### config.mk
export PLATFORM = sky130hd
export DESIGN_NAME = waveform_oscillator
export DESIGN_NICKNAME = d
export VERILOG_FILES = /design/src/sv/wosc_pkg.sv /design/src/sv/waveform_oscillator.sv
export SDC_FILE = /design/constraint.sdc
export NUM_CORES = 2
export LEC_CHECK = 0
export BUFFER_PORTS_ARGS = -buffer_cell sky130_fd_sc_hd__buf_4
export CAP_MARGIN = 20
export CORE_ASPECT_RATIO = 0.6
export CORE_UTILIZATION = 43
export CTS_CLUSTER_SIZE = 20
export DETAILED_ROUTE_END_ITERATION = 8
export PLACE_DENSITY_LB_ADDON = 0.1
export SYNTH_ARGS = -nofsm -noshare
export SYNTH_HDL_FRONTEND = slang
export SYNTH_SLANG_ARGS = --single-unit
### constraint.sdc
create_clock -name clk -period 13.3 [get_ports clk]
set_clock_uncertainty 0.1 [all_clocks]
set_input_delay 2.66 -clock clk [delete_from_list [all_inputs] [get_ports clk]]
set_output_delay 2.66 -clock clk [all_outputs]
set_load 0.02 [all_outputs]
### src/sv/wosc_pkg.sv
package wosc_pkg;

  // register indexes on the configuration port (byte address is 4 * index)
  localparam logic [1:0] REG_WAVEFORM = 2'd0;
  localparam logic [1:0] REG_PHASE_STEP = 2'd1;
  localparam logic [1:0] REG_AMPLITUDE = 2'd2;
  localparam logic [1:0] REG_LENGTH = 2'd3;

  // waveform codes
  localparam logic [1:0] WAVE_SINE = 2'd0;
  localparam logic [1:0] WAVE_SQUARE = 2'd1;
  localparam logic [1:0] WAVE_SAW = 2'd2;
  localparam logic [1:0] WAVE_TRIANGLE = 2'd3;

  // full scale in Q1.15
  localparam logic [15:0] UNITY = 16'd32768;

  // quarter sine polynomial coefficients, Q16
  localparam logic [16:0] SIN_A = 17'd102944;
  localparam logic [15:0] SIN_B = 16'd42047;
  localparam logic [12:0] SIN_C = 13'd4640;

  // sequencer states, one-hot
  typedef enum logic [7:0] {
    S_IDLE  = 8'b0000_0001,
    S_FRAME = 8'b0000_0010,
    S_SQR   = 8'b0000_0100,
    S_CUBE  = 8'b0000_1000,
    S_QUAD  = 8'b0001_0000,
    S_LIN   = 8'b0010_0000,
    S_SHAPE = 8'b0100_0000,
    S_EMIT  = 8'b1000_0000
  } state_t;

endpackage

### src/sv/waveform_oscillator.sv
// Waveform oscillator: a request with kind 1 restarts phase and frame position and
// produces no sample; a request with kind 0 asks for frame_count frames (clamped to
// MAX_BLOCK, zero gives nothing) and the block returns one sample per frame, with
// last on the final one. The polynomial products go through one shared 18x18
// multiplier under a small sequencer and the gain product has its own slot, so a
// sine frame runs four polynomial products, a shaping step and the gain product,
// square, sawtooth and triangle run only the gain product, and a frame past the
// configured length skips the arithmetic. The block is busy until it has handed its
// final sample to the output register, which then waits for out_ready while the
// next request is accepted. Configuration goes through the APB port at addresses
// 0, 4, 8, 12 (waveform, phase_step, amplitude, length_frames).
module waveform_oscillator
  import wosc_pkg::*;
#(
  parameter int MAX_BLOCK = 64,
  parameter int SINE_ADDR_BITS = 10
) (
  input  logic               clk,
  input  logic               rst,
  // configuration
  input  logic               psel,
  input  logic               penable,
  input  logic               pwrite,
  input  logic [3:0]         paddr,
  input  logic [31:0]        pwdata,
  output logic [31:0]        prdata,
  output logic               pready,
  // request channel
  input  logic               in_valid,
  output logic               in_ready,
  input  logic               kind,
  input  logic [6:0]         frame_count,
  // sample channel
  output logic               out_valid,
  input  logic               out_ready,
  output logic signed [15:0] sample,
  output logic               last,
  output logic               finished
);

  localparam int CNT_W = $clog2(MAX_BLOCK + 1);
  localparam int R_W = SINE_ADDR_BITS - 2;
  localparam int R_SH = 16 - R_W;

  // configuration registers
  logic [1:0]  waveform;
  logic [31:0] phase_step;
  logic [15:0] amplitude;
  logic [31:0] length_frames;

  // oscillator state
  logic [31:0] phase_acc;
  logic [31:0] frame_position;

  // sequencer
  state_t state, state_next;
  logic [CNT_W-1:0] remain;
  logic             active;
  logic [16:0]      x;
  logic [16:0]      x2;
  logic             neg;
  logic signed [16:0] wave;
  logic signed [35:0] prod;

  logic signed [17:0] mul_a, mul_b;
  logic               mul_en;

  logic cfg_write;
  logic in_take;
  logic out_free;

  assign pready = 1'b1;
  assign cfg_write = psel && penable && pwrite;
  assign in_ready = (state == S_IDLE);
  assign in_take = in_valid && in_ready;
  assign out_free = !out_valid || out_ready;

  // register writes
  always_ff @(posedge clk) begin
    if (rst) begin
      waveform <= WAVE_SINE;
      phase_step <= '0;
      amplitude <= UNITY;
      length_frames <= '0;
    end else if (cfg_write) begin
      case (paddr[3:2])
        REG_WAVEFORM:   waveform <= pwdata[1:0];
        REG_PHASE_STEP: phase_step <= pwdata;
        REG_AMPLITUDE:  amplitude <= pwdata[15:0];
        REG_LENGTH:     length_frames <= pwdata;
        default:        ;
      endcase
    end
  end

  // register reads
  always_comb begin
    case (paddr[3:2])
      REG_WAVEFORM:   prdata = {30'd0, waveform};
      REG_PHASE_STEP: prdata = phase_step;
      REG_AMPLITUDE:  prdata = {16'd0, amplitude};
      REG_LENGTH:     prdata = length_frames;
      default:        prdata = '0;
    endcase
  end

  // request size, clamped
  logic [6:0] req_frames;
  assign req_frames = (frame_count > 7'(MAX_BLOCK)) ? 7'(MAX_BLOCK) : frame_count;

  // frame is live unless the configured length has been reached
  logic frame_live;
  assign frame_live = (length_frames == '0) || (frame_position < length_frames);

  // sine table address split into quadrant and position within the quarter
  logic [SINE_ADDR_BITS-1:0] sine_idx;
  logic [16:0]               x_raw;
  logic [16:0]               x_quarter;
  assign sine_idx = phase_acc[31 -: SINE_ADDR_BITS];
  assign x_raw = 17'(sine_idx[R_W-1:0]) << R_SH;
  assign x_quarter = sine_idx[SINE_ADDR_BITS-2] ? (17'h10000 - x_raw) : x_raw;

  // square, sawtooth and triangle straight from the phase
  logic [15:0]        tri_s;
  logic [16:0]        tri_mag;
  logic signed [17:0] tri_val;
  logic signed [16:0] plain_wave;
  assign tri_s = phase_acc[31:16] + 16'hC000;
  assign tri_mag = tri_s[15] ? {2'b00, tri_s[14:0]} : (17'h08000 - {1'b0, tri_s});
  assign tri_val = signed'({tri_mag, 1'b0}) - 18'sd32768;

  always_comb begin
    case (waveform)
      WAVE_SQUARE:   plain_wave = phase_acc[31] ? -17'sd32768 : 17'sd32768;
      WAVE_SAW:      plain_wave = {phase_acc[31], phase_acc[31:16]};
      WAVE_TRIANGLE: plain_wave = tri_val[16:0];
      default:       plain_wave = '0;
    endcase
  end

  // polynomial intermediate terms from the last product
  logic [15:0] poly_t;
  logic [16:0] poly_u;
  logic [17:0] y_inc;
  logic [16:0] sine_mag;
  assign poly_t = SIN_B - prod[31:16];
  assign poly_u = SIN_A - {1'b0, prod[31:16]};
  assign y_inc = {1'b0, prod[32:16]} + 18'd1;
  assign sine_mag = (y_inc[17:1] > {1'b0, UNITY}) ? {1'b0, UNITY} : y_inc[17:1];

  // shared multiplier operand select
  always_comb begin
    mul_en = 1'b1;
    case (state)
      S_SQR: begin
        mul_a = {1'b0, x};
        mul_b = {1'b0, x};
      end
      S_CUBE: begin
        mul_a = {1'b0, prod[32:16]};
        mul_b = {5'd0, SIN_C};
      end
      S_QUAD: begin
        mul_a = {1'b0, x2};
        mul_b = {2'd0, poly_t};
      end
      S_LIN: begin
        mul_a = {1'b0, x};
        mul_b = {1'b0, poly_u};
      end
      S_SHAPE: begin
        mul_en = 1'b0;
        mul_a = '0;
        mul_b = '0;
      end
      S_FRAME: begin
        // gain product for non-sine waves is taken in the next state
        mul_en = 1'b0;
        mul_a = '0;
        mul_b = '0;
      end
      default: begin
        mul_en = 1'b0;
        mul_a = '0;
        mul_b = '0;
      end
    endcase
  end

  // gain product uses its own slot in the sequence
  logic scale_now;
  logic signed [17:0] gain_a, gain_b;
  assign gain_a = {wave[16], wave};
  assign gain_b = {2'd0, amplitude};

  // round half up and saturate
  logic signed [35:0] rnd_sum;
  logic signed [20:0] rnd;
  logic signed [15:0] sat;
  assign rnd_sum = prod + 36'sd16384;
  assign rnd = rnd_sum[35:15];
  always_comb begin
    if (rnd > 21'sd32767) sat = 16'sh7FFF;
    else if (rnd < -21'sd32768) sat = 16'sh8000;
    else sat = rnd[15:0];
  end

  // position after this frame and the end-of-length flag
  logic [31:0] pos_adv;
  logic        fin_flag;
  assign pos_adv = active ? (frame_position + 32'd1) : frame_position;
  assign fin_flag = (length_frames != '0) && (pos_adv >= length_frames);

  // a scale pass marks itself by running S_SHAPE with the gain product pending
  logic gain_pending;

  // next state
  always_comb begin
    state_next = state;
    scale_now = 1'b0;
    case (state)
      S_IDLE: begin
        if (in_take && !kind && req_frames != 7'd0) state_next = S_FRAME;
      end
      S_FRAME: begin
        if (!frame_live) state_next = S_EMIT;
        else if (waveform == WAVE_SINE) state_next = S_SQR;
        else state_next = S_SHAPE;
      end
      S_SQR:  state_next = S_CUBE;
      S_CUBE: state_next = S_QUAD;
      S_QUAD: state_next = S_LIN;
      S_LIN:  state_next = S_SHAPE;
      S_SHAPE: begin
        scale_now = gain_pending;
        state_next = gain_pending ? S_EMIT : S_SHAPE;
      end
      S_EMIT: begin
        if (out_free) state_next = (remain == CNT_W'(1)) ? S_IDLE : S_FRAME;
      end
      default: state_next = S_IDLE;
    endcase
  end

  // sequencer registers
  always_ff @(posedge clk) begin
    if (rst) begin
      state <= S_IDLE;
      phase_acc <= '0;
      frame_position <= '0;
      gain_pending <= 1'b0;
    end else begin
      state <= state_next;
      case (state)
        S_IDLE: begin
          if (in_take && kind) begin
            phase_acc <= '0;
            frame_position <= '0;
          end
        end
        S_FRAME: begin
          gain_pending <= frame_live && (waveform != WAVE_SINE);
        end
        S_SHAPE: begin
          gain_pending <= !gain_pending;
        end
        S_EMIT: begin
          if (out_free && active) begin
            phase_acc <= phase_acc + phase_step;
            frame_position <= frame_position + 32'd1;
          end
        end
        default: ;
      endcase
    end
  end

  // datapath registers
  always_ff @(posedge clk) begin
    if (mul_en) prod <= mul_a * mul_b;
    else if (scale_now) prod <= gain_a * gain_b;
    case (state)
      S_IDLE: begin
        if (in_take) remain <= CNT_W'(req_frames);
      end
      S_FRAME: begin
        active <= frame_live;
        x <= x_quarter;
        neg <= sine_idx[SINE_ADDR_BITS-1];
        wave <= plain_wave;
      end
      S_CUBE: x2 <= prod[32:16];
      S_SHAPE: begin
        if (!gain_pending) wave <= neg ? -signed'(sine_mag) : signed'(sine_mag);
      end
      S_EMIT: begin
        if (out_free) remain <= remain - CNT_W'(1);
      end
      default: ;
    endcase
  end

  // output register
  always_ff @(posedge clk) begin
    if (rst) begin
      out_valid <= 1'b0;
    end else if (state == S_EMIT && out_free) begin
      out_valid <= 1'b1;
    end else if (out_ready) begin
      out_valid <= 1'b0;
    end
  end

  always_ff @(posedge clk) begin
    if (state == S_EMIT && out_free) begin
      sample <= active ? sat : 16'sd0;
      last <= (remain == CNT_W'(1));
      finished <= fin_flag;
    end
  end

endmodule

* Word level (Yosys, flattened, before mapping)
Cells that the tools add are included.
** Storage, ports and cells
- Register bits after elaboration :: 270
- Input bits :: 51
- Output and inout bits :: 53
- Word-level logic and storage cells :: 136
** Operators by class
- $add $sub $neg :: 12
- $mul :: 2
- $lt $le $gt $ge :: 6
- Equality and inequality tests :: 21
- Multiplexer cells :: 37
- Bitwise operators :: 1
- Reduce and logical (&&, ||, !) cells :: 36
** Operators with widths (count)
- 32-bit 2-to-1 mux :: 4
- 32-bit case mux with 2 select lines :: 2
- 32-bit case mux with 4 select lines :: 1
- 17-bit case mux with 3 select lines :: 2
- 36-bit 2-to-1 mux :: 2
- 17-bit 2-to-1 mux :: 4
- 17-bit case mux with 4 select lines :: 1
- 8-bit case mux with 8 select lines :: 1
- 16-bit 2-to-1 mux :: 3
- 36-bit by 16-bit adder with 36-bit output (second input constant) :: 1
- 18-bit by 18-bit multiplier with 36-bit output :: 1
- 17-bit by 17-bit multiplier with 34-bit output :: 1
- 17-bit case mux with 2 select lines :: 1
- 17-bit by 16-bit subtractor with 17-bit output (first input constant) :: 2
- 32-bit by 1-bit adder with 32-bit output (second input constant) :: 1
- 32-bit adder :: 1
- 32-bit greater-or-equal comparator :: 1
- 32-bit zero test :: 1
- 32-bit less-than comparator :: 1
- 8-bit 2-to-1 mux :: 4
- 32-bit nonzero test :: 1
- 16-bit subtractor (first input constant) :: 2
- 7-bit 2-to-1 mux :: 4
- 21-bit by 16-bit greater-than comparator with 1-bit output (second input constant) :: 1
- 37 further kinds :: 72

* Logic depth before layout (Yosys ltp)
- Word-level depth :: 7
- Mapped depth :: 37
- Mapped depth without buffers :: 35

* Worst setup path after synthesis
Ideal clock, no wire load.
- Path type :: register to register
- Start point :: register state[5]
- End point :: register prod[35], data pin
- Setup time :: 0.254 ns
- Arrival :: 7.825 ns
- Required time :: 12.946 ns
- Path slack :: 5.121 ns
- Cell stages (with the launch flop) :: 32
- Path buffers :: 3
- Period minus slack after synthesis :: 8.179 ns
- Path through :: dfxtp_1 > nor2_1 > nand2_1 > or3_1 > nor3b_2 > clkbuf_1 > buf_2 > a22o_1 > clkbuf_1 > nand2_1 > fa_1 > inv_1 > fa_1 > inv_1 > fa_1 > inv_1 > fa_1 > fa_1 > inv_1 > fa_1 > inv_1 > ha_1 > nor2b_1 > o21ai_0 > and3_1 > o311ai_1 > a21bo_2 > o2bb2ai_1 > o41a_1 > a21oi_1 > xnor2_1 > a21o_1
** On the way
- Longest elaborated chain between the ends :: 5
- Elaborated cells on any way between the ends :: 11
- Classes of those cells :: mul: 1; eq/ne: 4; mux: 4; reduce/logical: 2
** RTL lines
- start, declared :: line waveform_oscillator.sv:56 : state_t state, state_next;
- start signal, assigned :: line waveform_oscillator.sv:253 : state <= state_next;
- 8-bit by 6-bit equality test with 1-bit output or 8-bit by 3-bit equality test with 1-bit output (tied branches) :: line waveform_oscillator.sv:154 : case (state)
- 2-bit OR reduction (no line)
- 17-bit case mux with 3 select lines :: line waveform_oscillator.sv:154
- 18-bit by 18-bit multiplier with 36-bit output :: line waveform_oscillator.sv:280 : if (mul_en) prod <= mul_a * mul_b;
- 36-bit 2-to-1 mux (*) :: line waveform_oscillator.sv:280
- end signal, assigned :: line waveform_oscillator.sv:280
- end signal, assigned :: line waveform_oscillator.sv:281 : else if (scale_now) prod <= gain_a * gain_b;
- end, declared :: line waveform_oscillator.sv:63 : logic signed [35:0] prod;
Every way passes the cells marked *; elsewhere a longest branch is shown, timed or not.
A chain may end at the register's enable or synchronous reset.

* Final worst setup path
- Start point :: register state[3]
- End point :: register prod[25], data pin
The elaborated chain is that of the path after synthesis.

==> run_results.csv <==
group,metric,value,unit
floorplanning,die_w,373,um
clocking,clk_latency,640,ps
placed_design,port_buffers,100,
drt,drtAntennaViolNets,0,
pwr,clkPwrFrac,37.0,%
placed_design,hpwl,87000,um
min_path,hp-start,"amplitude[13]$_SDFFE_PP0P_",
setup_path,critPathArrivalTime,10390,ps
floorplanning,die_area,0.0839,sq mm
layout,drive_gt1_share,6.87,%
setup_path,r2r_start,"state[3]$_SDFFE_PP0P_",
drt,vias,28200,
setup_path,rr_worst_depth,26,
floorplanning,start_util,43.5,%
clocking,post_cts_buffers,0,
drt,remaining_drc_errors,0,
pwr,leakagePower,17.6,nW
sta,fmax,98.4,MHz
synth,syn_inst,4162,
pwr,switching_share,33.3,%
sta,worstMarginPinSlew,1160,ps
synth,synth_area_per_cell,8.55,sq um
floorplanning,fp.dieH,225,um
setup_path,critPathKind,"reg -> reg",
layout,fin_area,0.0384,sq mm
drt,wl_per_cell,20.9,um
placed_design,routabilityCongestion,0.898,
grt,grt_pass1_wl,173000,um
synth,synth_cell_types,105,
sta,whs,360,ps
pwr,pwr-share-seq,38.3,%
min_path,holdPathEnd,"amplitude[13]$_SDFFE_PP0P_",
setup_path,reg2reg_to,"prod[25]$_DFFE_PP_",
clocking,cts_tree,"built",
drt,drt_iter0_markers,2576,
sta,slew_headroom,22.4,%
grt,grt_pass1_vias,27800,
drt,vias_per_cell,5.35,
pwr,ir_worst_vdd,0.0000817,V
synth,syn_area,0.0356,sq mm
setup_path,end_kind,"flip-flop",
grt,overflow,0,
grt,grt_max_degree,81,
synth,synthArstFlopShare,0,%
clocking,cts_max_level,1,
drt,wirelength,110000,um
pwr,power_frac_comb,24.7,%
sta,rsz0062_at_grt,"no",
min_path,whs_path_depth,2,
setup_path,r2r_slack,3140,ps
sta,period_needed,10160,ps
synth,yosys_warnings,0,
layout,area_growth,8.06,%
clocking,root_buffer,"clkbuf_16",
floorplanning,core,0.0817,sq mm
synth,ys_seq_elements,248,
sta,hold_violations,0,
run_status,outcome,"complete, no violations",
min_path,hp-class,"reg -> reg",
sta,slew_viol_final,0,
flow_run,drv_cap,0,
grt,grt.total_usage,26.9,%
clocking,clock-sinks,248,
layout,nets,5038,
sta,tns,0,ps
floorplanning,io_pins,104,
setup_path,cp_data_required_time,13530,ps
clocking,path_clk_slew,70,ps
sta,finalCritPeriodShare,76.4,%
setup_path,cp-start-kind,"flip-flop",
grt,grt_antenna_before_repair,3,
clocking,cts-resized-gates,0,
clocking,cts_buffers,28,
pwr,p_int,1.47,mW
synth,seq_area_frac_synth,16.5,%
clocking,cts_hold_buf,0,
floorplanning,rows,81,
drt,drt-pass1-iter-count,6,
clocking,cts.path.max_buffers,3,
sta,setup_viol,0,
setup_path,worstPathMaxFanout,16,
placed_design,placed_area,0.0375,sq mm
synth,synth_flop_cell,"dfxtp_1",
synth,synth_edf_count,92,
pwr,p_per_area,57.4,mW/mm^2
pwr,power.net_switching,0.734,mW
[Yosys cell counts (all sizes together) (15+ instances only)]
cell type	count	area (sq um)
inv	676	2540
nand2	616	2320
fa	502	10000
ha	312	3900
nor2	298	1120
a21oi	220	1100
clkbuf	164	617
dfxtp	156	3120
o21ai	152	780
and2	147	920
xnor2	125	1100
edfxtp	92	2760
a21o	60	450
nand3	56	295
xor2	45	394
buf	36	201
and3	35	220
a22oi	34	255
nor2b	34	213
a22o	28	245
nand4	27	196
nor3	27	140
nand2b	26	163
a31oi	23	150
nor4	22	159
or3	21	131
nand3b	19	143
mux2	17	195
mux2i	17	170
o211ai	17	128
a211oi	15	118
o21a	15	113
[power groups by stage]
stage	Sequential, mW	Clock, mW	Combinational, mW
finish	0.846	0.816	0.544
global placement	0.861	0	0.542
global route	0.847	0.860	0.616
detailed placement	0.862	0	0.544
floorplan	0.841	0	0.379
CTS	0.845	0.832	0.549
[worst max-delay path: stages (launching register included)]
cell      delay, ps
dfxtp_1         380
nor4_1          610
nand4b_1        810
nand2_1         810
nand2_1         110
nand2_1         660
nand2_1         210
fa_1            540
fa_1            490
inv_1            50
fa_1            510
fa_1            470
fa_1            630
inv_1            90
fa_1            530
inv_1            40
ha_1            350
a21o_1          190
a31oi_1         210
and3_1          230
o311ai_1        260
and3_1          400
nor2_1          210
o21bai_1        130
a21oi_1         190
xor2_1          490
o21ai_0         140
[cells by family (layout without fill, tap and decap cells)]
logic type,after synthesis,in the layout,share of synthesized area (%)
mux,36,36,1.15
simple gates,1369,1369,17.9
flops,248,248,16.5
xor+xnor,170,170,4.21
compound gates,646,646,11.5
fa+ha+maj,814,814,39.2
other cells,2,12,0.0211
buf+inv,877,903,9.44
[final cells by class]
type	instances	area, sq um
antenna	3	7.51
clock buffer	38	800
clock inverter	14	144
fill	8012	43200
inverter	677	2540
multi-input combinational	3044	26400
sequential	248	5890
tap	1079	1350
timing repair buffer	174	1310
[how the worst max path moves through the flow]
stage / startpoint / endpoint / depth (start not counted)
2_1_floorplan: state[5]$_SDFFE_PP0P_ / prod[35]$_DFFE_PP_ / 31
3_3_place_gp: state[3]$_SDFFE_PP0P_ / prod[25]$_DFFE_PP_ / 25
3_5_place_dp: state[3]$_SDFFE_PP0P_ / prod[25]$_DFFE_PP_ / 26
4_1_cts: state[3]$_SDFFE_PP0P_ / prod[25]$_DFFE_PP_ / 26
5_1_grt: state[3]$_SDFFE_PP0P_ / prod[25]$_DFFE_PP_ / 26
6_report: state[3]$_SDFFE_PP0P_ / prod[25]$_DFFE_PP_ / 26
[per-layer routing]
layer	vias up	track usage, %	wire length, um	share of wire [%]
li1	13400	-	-	-
met2	980	33.9	39600	36
met1	13800	44.6	58100	53
met5	-	0	10	0.0091
met3	83	7.52	11400	10
met4	2	3.44	1370	1.2
[placed cells by master (no fill, tap or decap), drive strengths merged, types with 11 or more instances in the layout]
cell type,synthesis,layout
edfxtp,92,92
o211ai,17,17
dfxtp,156,156
nor3,27,27
fa,502,502
nand4,27,27
a221o,11,11
and3,35,35
nor2,298,298
nand2b,26,26
nand3b,19,19
xor2,45,45
ha,312,312
clkbuf,164,38
a21oi,220,220
mux2,17,17
buf,36,174
nand2,616,616
a221oi,11,11
o21ai,152,152
inv,676,677
mux2i,17,17
a31oi,23,23
a22o,28,28
nand3,56,56
o21a,15,15
a211oi,15,15
xnor2,125,125
and2,147,147
nor3b,11,11
nor4,22,22
or3,21,21
nor2b,34,34
a21o,60,60
a22oi,34,34
[sequential cells by signal, indices dropped and copies added (netlist names), 2 cells and up]
name            flops
x                   9
amplitude          16
prod               22
sample             16
phase_acc          32
wave               17
state               8
remain              7
x2                 17
phase_step         32
frame_position     32
waveform            2
length_frames      32
[stage by stage]
step | total power [mW] | utilization (%) | worst slack (ps) | instances
after global routing | 2.32 | 47.1 | 2660 | 5274
after floorplan | 1.22 | - | 5120 | 4169
after global placement | 1.40 | 45.9 | 3580 | 5220
after detailed placement | 1.41 | 45.9 | 3430 | 5220
final | 2.21 | 47.1 | 3140 | 5277
after CTS | 2.23 | 47.0 | 3400 | 5272
Note: power is estimated with default switching activity, not from simulation.
